===== src/rtl/bble_pkg.sv =====
// Shared types and constants for the bounded byte list engine.
// Holds the request and status codes and the controller/datapath command and status structs.
// No dependencies.
package bble_pkg;

  // default list capacity
  localparam int DEF_CAPACITY = 16;

  // field widths of the stream items
  localparam int REQ_W    = 3;
  localparam int VALUE_W  = 8;
  localparam int INDEX_W  = 4;
  localparam int POS_W    = 4;
  localparam int COUNT_W  = 5;
  localparam int STATUS_W = 2;
  localparam int IN_W     = 16;
  localparam int OUT_W    = 24;

  // request codes
  localparam logic [REQ_W-1:0] REQ_APPEND = 3'd0;
  localparam logic [REQ_W-1:0] REQ_READ   = 3'd1;
  localparam logic [REQ_W-1:0] REQ_REMOVE = 3'd2;
  localparam logic [REQ_W-1:0] REQ_SEARCH = 3'd3;
  localparam logic [REQ_W-1:0] REQ_SORT   = 3'd4;

  // status codes
  localparam logic [STATUS_W-1:0] ST_OK    = 2'd0;
  localparam logic [STATUS_W-1:0] ST_FULL  = 2'd1;
  localparam logic [STATUS_W-1:0] ST_RANGE = 2'd2;

  // memory read address select
  typedef enum logic [2:0] {
    RD_INDEX,
    RD_ZERO,
    RD_ONE,
    RD_I_NEXT,
    RD_I_PREV,
    RD_J_PREV2
  } rd_sel_t;

  // memory write address select
  typedef enum logic [1:0] {
    WA_COUNT,
    WA_W,
    WA_J
  } wa_sel_t;

  // memory write data select
  typedef enum logic [1:0] {
    WD_VALUE,
    WD_RDATA,
    WD_KEY
  } wd_sel_t;

  // commands from controller to datapath
  typedef struct packed {
    logic    start;
    logic    rd_en;
    rd_sel_t rd_sel;
    logic    wr_en;
    wa_sel_t wa_sel;
    wd_sel_t wd_sel;
    logic    cnt_inc;
    logic    cnt_from_w;
    logic    i_set1;
    logic    i_inc;
    logic    w_inc;
    logic    j_from_i;
    logic    j_dec;
    logic    key_load;
    logic    data_load;
    logic    found_set;
    logic    stat_full;
    logic    stat_range;
    logic    out_load;
  } dp_cmd_t;

  // status from datapath to controller
  typedef struct packed {
    logic [REQ_W-1:0] req;
    logic             full;
    logic             idx_ok;
    logic             cnt_zero;
    logic             cnt_le1;
    logic             last;
    logic             match;
    logic             rd_gt_key;
    logic             j_gt1;
    logic             out_free;
  } dp_stat_t;

endpackage


===== src/rtl/bble_dp.sv =====
// Datapath of the bounded byte list engine: entry memory, count, walk pointers,
// request and result registers, and the output register. Uses bble_pkg.
module bble_dp
  import bble_pkg::*;
#(
  parameter int CAPACITY = DEF_CAPACITY
) (
  input  logic             clk,
  input  logic             rst,
  input  dp_cmd_t          cmd,
  output dp_stat_t         stat,
  input  logic [IN_W-1:0]  in_data,
  output logic             out_valid,
  input  logic             out_ready,
  output logic [OUT_W-1:0] out_data
);

  localparam int CW   = $clog2(CAPACITY + 1);
  localparam int AW   = $clog2(CAPACITY);
  localparam int CMPW = (CW > INDEX_W) ? CW : INDEX_W;

  // entry memory
  logic [VALUE_W-1:0] mem [CAPACITY];
  logic [VALUE_W-1:0] rd_data;
  logic [AW-1:0]      rd_addr;
  logic [AW-1:0]      wr_addr;
  logic [VALUE_W-1:0] wr_data;

  // list and walk state
  logic [CW-1:0] count;
  logic [CW-1:0] i;
  logic [CW-1:0] w;
  logic [CW-1:0] j;
  logic [CW-1:0] ip1;
  logic [CW-1:0] im1;
  logic [CW-1:0] jm2;

  // request and result registers
  logic [REQ_W-1:0]    req;
  logic [VALUE_W-1:0]  value;
  logic [INDEX_W-1:0]  index;
  logic [VALUE_W-1:0]  key;
  logic [VALUE_W-1:0]  data;
  logic                found;
  logic [CW-1:0]       pos;
  logic [STATUS_W-1:0] status;

  assign ip1 = i + CW'(1);
  assign im1 = i - CW'(1);
  assign jm2 = j - CW'(2);

  // read address select
  always_comb begin
    unique case (cmd.rd_sel)
      RD_INDEX:   rd_addr = AW'(index);
      RD_ZERO:    rd_addr = '0;
      RD_ONE:     rd_addr = AW'(1);
      RD_I_NEXT:  rd_addr = ip1[AW-1:0];
      RD_I_PREV:  rd_addr = im1[AW-1:0];
      RD_J_PREV2: rd_addr = jm2[AW-1:0];
      default:    rd_addr = '0;
    endcase
  end

  // write address and data select
  always_comb begin
    unique case (cmd.wa_sel)
      WA_COUNT: wr_addr = count[AW-1:0];
      WA_W:     wr_addr = w[AW-1:0];
      WA_J:     wr_addr = j[AW-1:0];
      default:  wr_addr = '0;
    endcase
    unique case (cmd.wd_sel)
      WD_VALUE: wr_data = value;
      WD_RDATA: wr_data = rd_data;
      WD_KEY:   wr_data = key;
      default:  wr_data = value;
    endcase
  end

  // memory port, registered read
  always_ff @(posedge clk) begin
    if (cmd.wr_en) begin
      mem[wr_addr] <= wr_data;
    end
    if (cmd.rd_en) begin
      rd_data <= mem[rd_addr];
    end
  end

  // entry count
  always_ff @(posedge clk) begin
    if (rst) begin
      count <= '0;
    end else if (cmd.cnt_inc) begin
      count <= count + CW'(1);
    end else if (cmd.cnt_from_w) begin
      count <= w;
    end
  end

  // request capture, walk pointers and result fields
  always_ff @(posedge clk) begin
    if (cmd.start) begin
      req    <= in_data[REQ_W-1:0];
      value  <= in_data[REQ_W +: VALUE_W];
      index  <= in_data[REQ_W+VALUE_W +: INDEX_W];
      data   <= '0;
      found  <= 1'b0;
      pos    <= '0;
      status <= ST_OK;
      i      <= '0;
      w      <= '0;
    end else begin
      if (cmd.i_set1) begin
        i <= CW'(1);
      end else if (cmd.i_inc) begin
        i <= ip1;
      end
      if (cmd.w_inc) begin
        w <= w + CW'(1);
      end
      if (cmd.j_from_i) begin
        j <= i;
      end else if (cmd.j_dec) begin
        j <= j - CW'(1);
      end
      if (cmd.key_load) begin
        key <= rd_data;
      end
      if (cmd.data_load) begin
        data <= rd_data;
      end
      if (cmd.found_set) begin
        found <= 1'b1;
        pos   <= i;
      end
      if (cmd.stat_full) begin
        status <= ST_FULL;
      end else if (cmd.stat_range) begin
        status <= ST_RANGE;
      end
    end
  end

  // output register
  always_ff @(posedge clk) begin
    if (rst) begin
      out_valid <= 1'b0;
    end else if (cmd.out_load) begin
      out_valid <= 1'b1;
    end else if (out_ready) begin
      out_valid <= 1'b0;
    end
  end

  always_ff @(posedge clk) begin
    if (cmd.out_load) begin
      out_data <= {4'b0000, status, COUNT_W'(count), POS_W'(pos), found, data};
    end
  end

  // status back to the controller
  always_comb begin
    stat.req       = req;
    stat.full      = (count >= CW'(CAPACITY));
    stat.idx_ok    = (CMPW'(index) < CMPW'(count));
    stat.cnt_zero  = (count == '0);
    stat.cnt_le1   = (count <= CW'(1));
    stat.last      = (ip1 >= count);
    stat.match     = (rd_data == value);
    stat.rd_gt_key = ($signed(rd_data) > $signed(key));
    stat.j_gt1     = (j > CW'(1));
    stat.out_free  = !out_valid || out_ready;
  end

endmodule


===== src/rtl/bble_ctrl.sv =====
// Controller of the bounded byte list engine: sequences each request over the datapath.
// Uses bble_pkg; drives dp_cmd_t and reads dp_stat_t.
module bble_ctrl
  import bble_pkg::*;
(
  input  logic     clk,
  input  logic     rst,
  input  logic     in_valid,
  output logic     in_ready,
  input  dp_stat_t stat,
  output dp_cmd_t  cmd
);

  typedef enum logic [8:0] {
    S_IDLE       = 9'b000000001,
    S_DECODE     = 9'b000000010,
    S_READ       = 9'b000000100,
    S_SCAN       = 9'b000001000,
    S_REM_END    = 9'b000010000,
    S_SORT_KEY   = 9'b000100000,
    S_SORT_CMP   = 9'b001000000,
    S_SORT_PLACE = 9'b010000000,
    S_FINISH     = 9'b100000000
  } state_t;

  state_t state;
  state_t state_next;

  // state register
  always_ff @(posedge clk) begin
    if (rst) begin
      state <= S_IDLE;
    end else begin
      state <= state_next;
    end
  end

  // next state and commands
  always_comb begin
    state_next = state;
    cmd        = '0;
    cmd.rd_sel = RD_ZERO;
    cmd.wa_sel = WA_COUNT;
    cmd.wd_sel = WD_VALUE;
    in_ready   = 1'b0;
    unique case (state)
      S_IDLE: begin
        in_ready = 1'b1;
        if (in_valid) begin
          cmd.start  = 1'b1;
          state_next = S_DECODE;
        end
      end
      S_DECODE: begin
        state_next = S_FINISH;
        unique case (stat.req) inside
          REQ_APPEND: begin
            if (stat.full) begin
              cmd.stat_full = 1'b1;
            end else begin
              cmd.wr_en   = 1'b1;
              cmd.wa_sel  = WA_COUNT;
              cmd.wd_sel  = WD_VALUE;
              cmd.cnt_inc = 1'b1;
            end
          end
          REQ_READ: begin
            if (stat.idx_ok) begin
              cmd.rd_en  = 1'b1;
              cmd.rd_sel = RD_INDEX;
              state_next = S_READ;
            end else begin
              cmd.stat_range = 1'b1;
            end
          end
          REQ_REMOVE, REQ_SEARCH: begin
            if (!stat.cnt_zero) begin
              cmd.rd_en  = 1'b1;
              cmd.rd_sel = RD_ZERO;
              state_next = S_SCAN;
            end
          end
          REQ_SORT: begin
            if (!stat.cnt_le1) begin
              cmd.rd_en  = 1'b1;
              cmd.rd_sel = RD_ONE;
              cmd.i_set1 = 1'b1;
              state_next = S_SORT_KEY;
            end
          end
          default: begin
            state_next = S_FINISH;
          end
        endcase
      end
      S_READ: begin
        cmd.data_load = 1'b1;
        state_next    = S_FINISH;
      end
      // one entry per cycle, next read issued alongside
      S_SCAN: begin
        if (stat.req == REQ_SEARCH) begin
          if (stat.match) begin
            cmd.found_set = 1'b1;
            state_next    = S_FINISH;
          end else if (stat.last) begin
            state_next = S_FINISH;
          end else begin
            cmd.i_inc  = 1'b1;
            cmd.rd_en  = 1'b1;
            cmd.rd_sel = RD_I_NEXT;
          end
        end else begin
          if (!stat.match) begin
            cmd.wr_en  = 1'b1;
            cmd.wa_sel = WA_W;
            cmd.wd_sel = WD_RDATA;
            cmd.w_inc  = 1'b1;
          end
          if (stat.last) begin
            state_next = S_REM_END;
          end else begin
            cmd.i_inc  = 1'b1;
            cmd.rd_en  = 1'b1;
            cmd.rd_sel = RD_I_NEXT;
          end
        end
      end
      S_REM_END: begin
        cmd.cnt_from_w = 1'b1;
        state_next     = S_FINISH;
      end
      // insertion sort: take key, shift larger entries up, place key
      S_SORT_KEY: begin
        cmd.key_load = 1'b1;
        cmd.j_from_i = 1'b1;
        cmd.rd_en    = 1'b1;
        cmd.rd_sel   = RD_I_PREV;
        state_next   = S_SORT_CMP;
      end
      S_SORT_CMP: begin
        if (stat.rd_gt_key) begin
          cmd.wr_en  = 1'b1;
          cmd.wa_sel = WA_J;
          cmd.wd_sel = WD_RDATA;
          cmd.j_dec  = 1'b1;
          if (stat.j_gt1) begin
            cmd.rd_en  = 1'b1;
            cmd.rd_sel = RD_J_PREV2;
          end else begin
            state_next = S_SORT_PLACE;
          end
        end else begin
          state_next = S_SORT_PLACE;
        end
      end
      S_SORT_PLACE: begin
        cmd.wr_en  = 1'b1;
        cmd.wa_sel = WA_J;
        cmd.wd_sel = WD_KEY;
        if (stat.last) begin
          state_next = S_FINISH;
        end else begin
          cmd.i_inc  = 1'b1;
          cmd.rd_en  = 1'b1;
          cmd.rd_sel = RD_I_NEXT;
          state_next = S_SORT_KEY;
        end
      end
      // hand the result to the output register once it is free
      S_FINISH: begin
        if (stat.out_free) begin
          cmd.out_load = 1'b1;
          state_next   = S_IDLE;
        end
      end
      default: begin
        state_next = S_IDLE;
      end
    endcase
  end

endmodule


===== src/rtl/bounded_byte_list_engine.sv =====
// Bounded byte list engine: ordered list of up to CAPACITY signed bytes.
// Request items enter on the s_axis channel, one result item per request leaves on m_axis.
// Each request appends, reads at an index, removes all equal entries, searches
// for the first match or sorts the list ascending in signed order.
// The walk is bounded by the single read and single write port of the entry memory, one
// entry per cycle when scanning. After accept, each request passes S_DECODE and any walk
// states, then waits in S_FINISH until the output register is free. The next request is
// taken in the cycle after a result is loaded.
// One request is in work at a time; s_axis_tready is high only while the engine is idle.
// A finished result sits in an output register, so the next request is taken while
// it waits; if the receiver keeps m_axis_tready low, the following result holds in the
// controller until that register frees up.
// Reset empties the list at once; entries are not cleared and read only after written.
// Uses bble_pkg, bble_ctrl and bble_dp.
module bounded_byte_list_engine
  import bble_pkg::*;
#(
  parameter int CAPACITY = DEF_CAPACITY
) (
  input  logic             clk,
  input  logic             rst,
  input  logic             s_axis_tvalid,
  output logic             s_axis_tready,
  // req_type[2:0], value[10:3], index[14:11], zero pad
  input  logic [IN_W-1:0]  s_axis_tdata,
  output logic             m_axis_tvalid,
  input  logic             m_axis_tready,
  // data[7:0], found[8], position[12:9], entry_count[17:13], status[19:18], zero pad
  output logic [OUT_W-1:0] m_axis_tdata
);

  dp_cmd_t  cmd;
  dp_stat_t stat;

  // request sequencer
  bble_ctrl u_ctrl (
    .clk      (clk),
    .rst      (rst),
    .in_valid (s_axis_tvalid),
    .in_ready (s_axis_tready),
    .stat     (stat),
    .cmd      (cmd)
  );

  // list storage and result path
  bble_dp #(
    .CAPACITY (CAPACITY)
  ) u_dp (
    .clk       (clk),
    .rst       (rst),
    .cmd       (cmd),
    .stat      (stat),
    .in_data   (s_axis_tdata),
    .out_valid (m_axis_tvalid),
    .out_ready (m_axis_tready),
    .out_data  (m_axis_tdata)
  );

endmodule


===== config.mk =====
export PLATFORM = sky130hd
export DESIGN_NAME = bounded_byte_list_engine
export DESIGN_NICKNAME = d
export VERILOG_FILES = /design/src/rtl/bble_pkg.sv /design/src/rtl/bble_dp.sv /design/src/rtl/bble_ctrl.sv /design/src/rtl/bounded_byte_list_engine.sv
export SDC_FILE = /design/constraint.sdc
export NUM_CORES = 1
export LEC_CHECK = 0
export BUFFER_PORTS_ARGS = -buffer_cell sky130_fd_sc_hd__buf_2
export CORE_ASPECT_RATIO = 0.9
export CORE_MARGIN = 8
export CORE_UTILIZATION = 42
export DETAILED_ROUTE_END_ITERATION = 8
export GPL_TIMING_DRIVEN = 0
export REMOVE_ABC_BUFFERS = 1
export SLEW_MARGIN = 30
export SYNTH_ARGS = -nofsm -noshare
export SYNTH_HDL_FRONTEND = slang
export SYNTH_HIERARCHICAL = 1
export SYNTH_SLANG_ARGS = --single-unit
export TNS_END_PERCENT = 5

===== constraint.sdc =====
create_clock -name clk -period 3.75 [get_ports clk]
set_input_delay 0.1875 -clock clk [delete_from_list [all_inputs] [get_ports clk]]
set_output_delay 0.1875 -clock clk [all_outputs]
set_load 0.01 [all_outputs]

==> summary.md, run 1 <==
| Metric | Value |
|---|---|
| Status | finished, violations left |
| Failing checks | setup timing |
| Commonest cells in the netlist | edfxtp_1 (184), nor2_1 (71), mux2i_1 (65), o21ai_0 (57), nand2_1 (48) |
| First-pass GRT wire length | 41000 um |
| Max cap viols | 0 |
| # rows | 54 |
| Antenna cells | 0 |
| Skew final | 0.0115 ns |
| Max FO, Critical Path | 7 |
| Lkg Pwr | 4.54 nW |
| Num CTS Buffers | 24 |
| VDD IR-drop max | 0.256 mV |
| Initial antenna violation count | 0 |
| Post-synth top area share | 53.2% |
| Clk slew on worst S/H paths | 0.06 ns |
| Vias in the first global route | 7092 |
| Worst r2r path cells | 19 |
| Fill cells | 1971 |
| Hold Crit Depth | 3 |
| Design Power | 5.23 mW |
| Drt via density | 5.68 |
| PwrDens | 398 mW/mm^2 |
| Worst slew margin | 40.6% |
| Total number of vias | 7238 |
| CTS Buffer Depth | 3 |
| Syn avg cell area | 12.5 um^2 |
| Die Area | 0.0300 mm^2 |
| Worst hold start | s_axis_tvalid |
| Drt pass-1 iters | 5 |
| Post-route setup slack | -0.185 ns |
| Reg2reg start | u_dp/i[0] |
| CTS Sinks | 224 |
| Worst skew pair latency | 0.52 ns |
| Post-route clock period utilization | 105% |
| Dpl hpwl | 15200 um |
| Number of enable flip-flop cells after synthesis | 184 |
| Pre-CTS WS | -1.95 ns |
| Initial core utilization | 42.9% |
| CP endpoint kind | flop |
| Largest family of logic cells by synthesized area | simple AND/OR/NAND/NOR gates |
| Post-synthesis compound-gate area fraction | 10.5% |
| Post-synthesis simple-gate area fraction | 11.8% |
| Post-Synth Adder-Cell Area | 3.37% |
| DR WL/cell | 21.1 um |
| Die Y | 165 um |
| IO buf count | 40 |
| Hold Path Class | in2reg |
| Synth top area cells | edfxtp_1 (53%), dfxtp_1 (7.7%), mux2i_1 (6.3%) |
| R2r setup slk | -0.19 ns |
| H-tree depth | 1 |
| RSZ-0062 raised after global routing | true |
| Core Footprint | 0.0243 mm^2 |
| Setup CP Type | reg2reg |
| Total GRT Usage | 17.7% |
| Io pins | 46 |
| Yosys reg bits | 224 |
| Cells after Synth | 832 |
| Synth Flop Type | edfxtp_1 |
| Startpoint types | flop |
| Grt ovf | 0 |
| Critical Path AT | 4.16 ns |
| Slew Limit Fails | 0 |
| Largest net degree at the start of global routing | 24 |
| Tmin final | 3.94 ns |
| Xor and xnor area share after synthesis | 2.35% |
| CTS root buffer | clkbuf_16 |
| Endpoints failing setup | 8 |
| Final GP Congestion | 0.786 |
| DRT iter0 DRCs | 548 |
| # DRC | 0 |
| Remaining antenna violation count after routing | 0 |
| CTS tree | done |
| Total Wirelength | 26900 um |
| Final hold vios | 0 |
| Sequential share of the synthesized area | 60.9% |
| Most frequent cell after synthesis | edfxtp_1 |
| Final nets | 996 |
| Layout cells sized above 1 | 26.9% |
| Synthesis-to-layout area growth | 26.3% |
| Worst Path Required | 3.98 ns |
| Final design utilization | 54.1% |
| Hold path endpoint | u_ctrl/state[1] |
| Synth warn | 6 |
| Count of cell types in the netlist | 63 |
| Die X | 182 um |
| Yosys top cell by area | edfxtp_1 |
| Fmax | 254 MHz |
| Mapped cell area | 0.0104 mm^2 |
| Asr flop ratio synth | 0% |
| RR Endpoint | u_dp/rd_data[2] |
| Worst slew pin tran | 0.888 ns |
| Mux contribution to synthesized area | 7.27% |
==> power breakdown <==
part | leakage (nW) | internal (mW) | switching, mW
registers | 1.99 | 2.71 | 0.0171
logic | 2.17 | 0.0672 | 0.109
clock network | 0.382 | 1.38 | 0.951
==> critical path, stage by stage (launching register included) <==
cell and delay [ns]:
dfxtp_4 0.41, inv_4 0.05, ha_4 0.23, ha_4 0.26
a21o_1 0.13, a21oi_2 0.05, nor2b_1 0.11, o21ai_1 0.08
nand2b_1 0.22, nor2_2 0.09, a31oi_4 0.32, nand2b_4 0.13
buf_6 0.14, nor4b_4 0.30, a41oi_4 0.12, buf_8 0.23
a32oi_1 0.15, a32oi_1 0.09, mux2i_2 0.30, o211ai_1 0.22
==> kinds of logic after synthesis <==
kind of cell | count (synthesis)
simple gates | 237
mux | 73
xor+xnor | 27
fa+ha+maj | 28
other cells | 1
compound gates | 160
flops | 224
buf+inv | 82
==> final cells by class <==
cell class,count,area (um^2),area share (%)
Sequential cell,224,6340,48.3
Multi-Input combinational cell,539,4360,33.2
Timing Repair Buffer,124,1130,8.58
Clock buffer,31,658,5.01
Tap cell,308,385,2.93
Inverter,34,138,1.05
Clock inverter,13,118,0.895
Timing Repair inverter,1,6.26,0.0476
==> per-stage QoR <==
stage,setup TNS [ns],cells,hold slack (ns),area (um^2)
after floorplan,-8.66,787,0.257,10100
after global placement,-222.64,1135,0.366,10700
after detailed placement,-37.41,1147,0.366,11000
after CTS,-1.16,1268,0.00799,12900
after global routing,-7.92,1274,0.0320,13100
final,-1.14,1274,0.0115,13100
==> what timing repair did <==
| item | 4_1_cts | 5_1_grt |
|---|---|---|
| buffers inserted | 48 | 6 |
| endpoints found under the setup margin | 136 | 184 |
| resized for setup | 98 | 33 |
| hold buffers | 15 | 0 |
| pin swaps | 31 | 8 |
| cloned | 15 | 1 |
| hold endpoints to repair | 15 | 0 |
==> worst max path at each step <==
stage / depth (start not counted) / end / from
floorplan: 16 / u_dp/rd_data[0] / u_dp/i[0]
global placement: 17 / u_dp/rd_data[6] / u_dp/i[0]
detailed placement: 17 / u_dp/rd_data[1] / u_dp/i[0]
CTS: 20 / u_dp/rd_data[6] / u_dp/i[0]
global route: 20 / u_dp/rd_data[6] / u_dp/i[1]
finish: 19 / u_dp/rd_data[2] / u_dp/i[0]
==> flip-flops by register name, indices dropped and copies added (netlist names), 8 cells and up <==
signal / flops
u_dp/out_data: 20
u_dp/mem: 128
u_dp/value: 8
u_dp/key: 8
u_ctrl/state: 9
u_dp/data: 8
u_dp/rd_data: 8
==> metal layers <==
layer  GRT usage, %  part of all wire (%)  vias up  wire length (um)
met4           4.88                   1.8        0               493
met5              0                     0        -                 0
met3           3.52                   7.3       45              1970
li1               -                     -     3386                 -
met1           23.7                    45     3541             12100
met2           28.9                    46      266             12400
==> cells in the final DEF, fill, tap and decap left out, types with 6 or more instances in the layout <==
| master | synthesis | layout |
|---|---|---|
| ha_1 | 28 | 23 |
| o2111ai_1 | 8 | 6 |
| dfxtp_1 | 40 | 35 |
| o211ai_1 | 11 | 11 |
| buf_4 | 11 | 41 |
| buf_6 | 3 | 11 |
| edfxtp_1 | 184 | 184 |
| buf_16 | 0 | 6 |
| mux2i_2 | 0 | 6 |
| nor2b_1 | 15 | 10 |
| clkbuf_16 | 0 | 25 |
| a22oi_1 | 8 | 8 |
| xnor2_1 | 14 | 14 |
| nor2_2 | 1 | 10 |
| dlygate4sd3_1 | 0 | 15 |
| nor3_1 | 16 | 14 |
| nor2_1 | 71 | 52 |
| nor2_4 | 0 | 11 |
| buf_2 | 15 | 42 |
| a32oi_1 | 29 | 22 |
| nand3_1 | 26 | 26 |
| buf_12 | 0 | 7 |
| nand2_1 | 48 | 47 |
| inv_1 | 34 | 31 |
| o21ai_0 | 57 | 39 |
| o21ai_1 | 2 | 9 |
| nand4b_1 | 8 | 8 |
| a21oi_1 | 12 | 10 |
| nand4_1 | 7 | 7 |
| xor2_1 | 12 | 12 |
| mux2i_1 | 65 | 57 |
| clkinv_2 | 0 | 6 |
| o21ai_4 | 0 | 6 |
| nand2b_1 | 8 | 6 |
(Power assumes the default switching activity.)
==> run 2: changes to the inputs <==
clock period = 5 ns   (was 3.75 ns; I/O delays follow)
==> run 2 against run 1 <==
Effect of this change: the flow now finishes without violations; setup slack improved by 0.42 ns; flip-flop and latch count did not move; critical path depth down 1; first-iteration DRC count shrank 20%; via count shrank 6.9%; utilization is 4.6 points lower; sequential power is 25% lower; clock-buffer cell count unchanged; register-to-register slack better by 0.42 ns; combinational power down 31%; non-clock buffer count is 50 lower; maximum frequency down 17%; critical endpoint unchanged.
==> summary.md, run 2 (synthesis gave the netlist of run 1 again) <==
| Metric | Value |
|---|---|
| Reg2reg start | u_dp/i[1] |
| Hold Path Class | in2reg |
| Worst skew pair latency | 0.52 ns |
| Endpoints failing setup | 0 |
| Largest Register | u_dp/mem |
| Commonest cells after routing, fill and taps aside | edfxtp_1 (184), nor2_1 (66), mux2i_1 (65) |
| CP endpoint kind | flop |
| Combinational share of power | 3.1% |
| Switch share | 20.4% |
| Grt ovf | 0 |
| Worst slew margin | 38.6% |
| Slowest-stage cell, CP | dfxtp_1 |
| Critical Path AT | 4.99 ns |
| Core Footprint | 0.0243 mm^2 |
| # DRC | 0 |
| R2r setup slk | 0.23 ns |
| Die X | 182 um |
| CTS root buffer | clkbuf_16 |
| Largest net degree at the start of global routing | 38 |
| Flop pwr share | 52.3% |
| Worst r2r path cells | 18 |
| Post-route clock period utilization | 95.4% |
| Num CTS Buffers | 24 |
| Initial core utilization | 42.9% |
| Max reg flops | 128 |
| Max FO, Critical Path | 29 |
| Skew final | 0.0130 ns |
| Hold path endpoint | u_ctrl/state[1] |
| IO buf count | 40 |
| Largest registers | u_dp/mem x128, u_dp/out_data x20, u_ctrl/state x9 |
| Lkg Pwr | 4.10 nW |
| Sw power | 0.798 mW |
| Dpl hpwl | 15200 um |
| Slew Limit Fails | 0 |
| Worst hold start | s_axis_tvalid |
| CTS Buffer Depth | 3 |
| DRT iter0 DRCs | 439 |
| # rows | 54 |
| CTS Sinks | 224 |
| Status | finished, final reports clean |
| Setup CP Type | reg2reg |
| Die Area | 0.0300 mm^2 |
| Max cap viols | 0 |
| Worst Path Required | 5.22 ns |
| Layout cells sized above 1 | 15.8% |
| Cell Int Power | 3.11 mW |
| Total Wirelength | 23600 um |
| Clk slew on worst S/H paths | 0.06 ns |
| Tmin final | 4.77 ns |
| First-pass GRT wire length | 36400 um |
| Cell area after placement | 0.0110 mm^2 |
| H-tree depth | 1 |
| Sum Neg Setup Slack | 0 ns |
| Max incr delay on CP | 0.48 ns |
| Worst slew pin tran | 0.917 ns |
| Total number of vias | 6741 |
| Vias in the first global route | 6413 |
| Initial antenna violation count | 0 |
| Hold Crit Depth | 3 |
| Fmax | 210 MHz |
| Drt pass-1 iters | 5 |
| Final GP Congestion | 0.786 |
| DR WL/cell | 19.4 um |
| Most common cell after layout, fill and taps aside | edfxtp_1 |
| CP Cell Sequence | inv_1 -> ha_1 -> ha_1 -> a21o_1 -> a21oi_1 -> nor2b_1 -> o21ai_0 -> nand2b_1 -> nor2_1 -> a31oi_2 -> nand2b_4 -> nor2b_1 -> o211ai_1 -> buf_2 -> and2_4 -> a32oi_1 -> mux2i_1 -> o211ai_1 |
| Startpoint types | flop |
| Final nets | 937 |
| VDD IR-drop max | 0.196 mV |
| Synthesis-to-layout area growth | 15.7% |
| Die Y | 165 um |
| Design area | 0.0120 mm^2 |
| Antenna cells | 0 |
| Final hold vios | 0 |
| Drt via density | 5.55 |
| RR Endpoint | u_dp/rd_data[2] |
| Total GRT Usage | 15.4% |
| CTS tree | done |
| PwrDens | 325 mW/mm^2 |
| Io pins | 46 |
| Remaining antenna violation count after routing | 0 |
| Clk pwr share | 44.6% |
-- run 2: area by class of cell --
cell class | count | area, um^2
inverters | 34 | 128
clock buffers | 31 | 658
well taps | 308 | 385
clock inverters | 13 | 118
flip-flops and latches | 224 | 6330
repair buffers | 74 | 552
fillers | 2112 | 12200
multi-input cells | 531 | 3850
-- run 2: worst max-delay path by stage --
| stage | from | to | slack, ns | depth (start not counted) |
|---|---|---|---|---|
| 2_1_floorplan | u_dp/i[0] | u_dp/rd_data[0] | 0.11 | 16 |
| 3_3_place_gp | u_dp/i[0] | u_dp/rd_data[6] | -1.35 | 17 |
| 3_5_place_dp | u_dp/i[0] | u_dp/rd_data[1] | -0.70 | 17 |
| 4_1_cts | u_dp/i[0] | u_dp/rd_data[2] | 0.05 | 18 |
| 5_1_grt | u_dp/i[1] | u_dp/rd_data[1] | -0.02 | 18 |
| 6_report | u_dp/i[1] | u_dp/rd_data[2] | 0.23 | 18 |
-- run 2: routing by layer --
metal  vias to the layer above  GRT usage, %  routed length [um]
met2                       158          24.5               10500
li1                       3254             -                   -
met3                        36          2.21                1140
met1                      3293          21.8               11500
met4                         0          4.47                 463
met5                         -             0                   0
-- run 2: what timing repair did --
| item | CTS | global route |
|---|---|---|
| setup buffers | 0 | 7 |
| gates resized for setup | 5 | 6 |
| hold buffers | 15 | 0 |
| cloned | 0 | 2 |
| pin swaps | 0 | 3 |
| hold endpoints to repair | 15 | 0 |
| endpoints found under the setup margin | 8 | 8 |
-- run 2: power groups by stage --
stage               Sequential (mW)  Clock (mW)  Combinational (mW)
floorplan                      2.08           0              0.0565
detailed placement             2.08           0               0.113
CTS                            2.04        1.78               0.122
global placement               2.09           0              0.0932
finish                         2.04        1.74               0.122
global route                   2.05        1.85               0.135
-- run 2: metrics by stage --
| stage | hold slack [ns] | worst slack (ns) | std cells | power (mW) | utilization [%] |
|---|---|---|---|---|---|
| 3_5_place_dp | 0.417 | -0.698 | 1147 | 2.20 | 45.3 |
| 5_1_grt | 0.0945 | -0.0210 | 1215 | 4.03 | 49.6 |
| 2_1_floorplan | 0.319 | 0.112 | 787 | 2.14 | - |
| 3_3_place_gp | 0.416 | -1.35 | 1135 | 2.18 | 44.2 |
| 6_report | 0.0780 | 0.232 | 1215 | 3.91 | 49.6 |
| 4_1_cts | 0.0705 | 0.0494 | 1206 | 3.94 | 49.2 |
-- run 2: worst max-delay path, delay by kind of cell, from the launching register on --
| family | cells | cell delay [ns] |
|---|---|---|
| muxes | 1 | 0.40 |
| AOI/OAI and AO/OA | 7 | 1.30 |
| buffers and inverters | 2 | 0.38 |
| and+or+nand+nor | 6 | 1.25 |
| DFF | 1 | 0.48 |
| adders and majority gates | 2 | 0.65 |
==> run 3: changes to the inputs <==
BUFFER_PORTS_ARGS = default   (was -buffer_cell sky130_fd_sc_hd__buf_2)
DONT_BUFFER_PORTS = 1   (was default)
MAX_ROUTING_LAYER = met4   (was default)
==> run 3 against run 2 <==
Effect of this change: hold slack worse by 0.051 ns; routed wire length shrank 0.34%; largest power group unchanged; non-clock buffer count fell by 44; register-to-register slack better by 0.02 ns; final cell count fell by 3.8%; flip-flop and latch count is the same; clock power is 4% lower; combinational power shrank 6%.
==> summary.md, run 3 (synthesis gave the netlist of run 1 again) <==
| Metric | Value |
|---|---|
| Grt ovf | 0 |
| DR WL/cell | 20.1 um |
| Largest Register | u_dp/mem |
| CTS tree | done |
| Post-route setup slack | 0.253 ns |
| Die X | 182 um |
| Endpoints failing setup | 0 |
| Clk slew on worst S/H paths | 0.06 ns |
| Startpoint types | flop |
| Die Area | 0.0300 mm^2 |
| Slowest-stage cell, CP | a21oi_4 |
| Fmax | 211 MHz |
| Final GP Congestion | 0.821 |
| Largest registers | u_dp/mem x128, u_dp/out_data x20, u_ctrl/state x9 |
| Max reg flops | 128 |
| Synthesis-to-layout area growth | 13.0% |
| H-tree depth | 1 |
| VDD IR-drop max | 0.200 mV |
| Lkg Pwr | 3.90 nW |
| Remaining antenna violation count after routing | 0 |
| CTS root buffer | clkbuf_16 |
| Placed cell count | 1105 |
| RSZ-0062 raised after global routing | true |
| Hold Path Class | in2reg |
| Drt via density | 5.70 |
| Sum Neg Setup Slack | 0 ns |
| First-pass GRT wire length | 36700 um |
| Num CTS Buffers | 24 |
| Max cap viols | 0 |
| Skew final | 0.0118 ns |
| CTS Buffer Depth | 3 |
| Antenna cells | 0 |
| Worst slew pin tran | 0.983 ns |
| Vias in the first global route | 6365 |
| Dpl hpwl | 15100 um |
| Core Footprint | 0.0243 mm^2 |
| Initial core utilization | 42.9% |
| Final non-filler cell total | 1169 |
| CP endpoint kind | flop |
| Critical Path AT | 5.06 ns |
| Pre-CTS WS | -0.691 ns |
| Total Wirelength | 23500 um |
| Layout cells sized above 1 | 10.7% |
| Worst slew margin | 34.4% |
| Status | finished, final reports clean |
| Slew Limit Fails | 0 |
| Tmin final | 4.75 ns |
| Max incr delay on CP | 0.62 ns |
| Total number of vias | 6664 |
| Largest net degree at the start of global routing | 37 |
| Total GRT Usage | 15.9% |
| Post-route clock period utilization | 94.9% |
| Worst skew pair latency | 0.52 ns |
| Final hold vios | 0 |
| Final nets | 891 |
| Initial antenna violation count | 0 |
| Drt pass-1 iters | 5 |
| # rows | 54 |
| Cell mode on critical path | ha_1 |
| Setup CP Type | reg2reg |
| Max FO, Critical Path | 28 |
| Commonest cells after routing, fill and taps aside | edfxtp_1 (184), nor2_1 (68), mux2i_1 (65) |
| Die Y | 165 um |
| DRT iter0 DRCs | 509 |
| CP Cell Sequence | inv_1 -> ha_1 -> ha_1 -> a21o_1 -> a21oi_1 -> nor2b_1 -> o21ai_0 -> nand2b_1 -> nor2_1 -> a31oi_2 -> nand2b_4 -> and4b_1 -> a21oi_4 -> nand3_1 -> a32oi_2 -> mux2i_1 -> o211ai_1 |
| Final design utilization | 48.4% |
| Io pins | 46 |
| CTS Sinks | 224 |
| IO buf count | 0 |
| Most common cell after layout, fill and taps aside | edfxtp_1 |
| # DRC | 0 |
| Worst Path Required | 5.31 ns |
| PwrDens | 326 mW/mm^2 |
==> run 3: final cells by class <==
type / count / area, um^2
Inverter: 34 / 128
Sequential cell: 224 / 6330
Clock inverter: 7 / 41.3
Tap cell: 308 / 385
Multi-Input combinational cell: 529 / 3840
Fill cell: 2069 / 12500
Clock buffer: 37 / 711
Timing Repair Buffer: 30 / 314
==> run 3: repair_timing <==
action                                  CTS  global route
gates resized for setup                   4             6
endpoints found under the setup margin    8             8
setup buffers                             1             2
hold buffers                             17             0
endpoints found under the hold margin    28             0
pin swaps                                 0             3
==> run 3: report_power, final <==
part           internal, mW  total [mW]  leakage (nW)  switching, mW
registers              2.03        2.05          1.99         0.0127
logic                0.0418       0.115          1.55         0.0735
clock network         0.978        1.67         0.362          0.697
==> run 3: worst paths after layout <==
path | slack, ns | end | cells past startpoint | start
min reg2reg | 0.43 | u_dp/out_data[12] | 0 | u_dp/pos[3]
max | 0.25 | u_dp/rd_data[1] | 17 | u_dp/i[0]
min | 0.03 | u_dp/out_valid | 2 | m_axis_tready
max reg2reg | 0.25 | u_dp/rd_data[1] | 17 | u_dp/i[0]
==> run 3: stage by stage <==
stage | power, mW | instance area [um^2] | hold slack, ns
floorplan | 2.14 | 10100 | 0.319
global placement | 2.17 | 10500 | 0.323
detailed placement | 2.19 | 10800 | 0.327
CTS | 3.87 | 11700 | 0.0160
global route | 3.96 | 11800 | 0.0298
finish | 3.84 | 11800 | 0.0274
==> run 3: critical path, delay by kind of cell (launching register included) <==
kind,cells,cell delay [ns]
adders and majority gates,2,0.65
and+or+nand+nor,6,1.17
DFF,1,0.48
buffers and inverters,1,0.10
muxes,1,0.19
AOI/OAI and AO/OA,7,1.94
==> run 3: metal layers <==
layer	wire (um)	GRT usage [%]	up-vias	share of wire [%]
met5	0	-	-	0
met4	583	4.77	0	2.5
met3	1140	2.25	47	4.9
met2	10300	23.8	186	44
met1	11400	22.2	3264	49
li1	-	-	3167	-
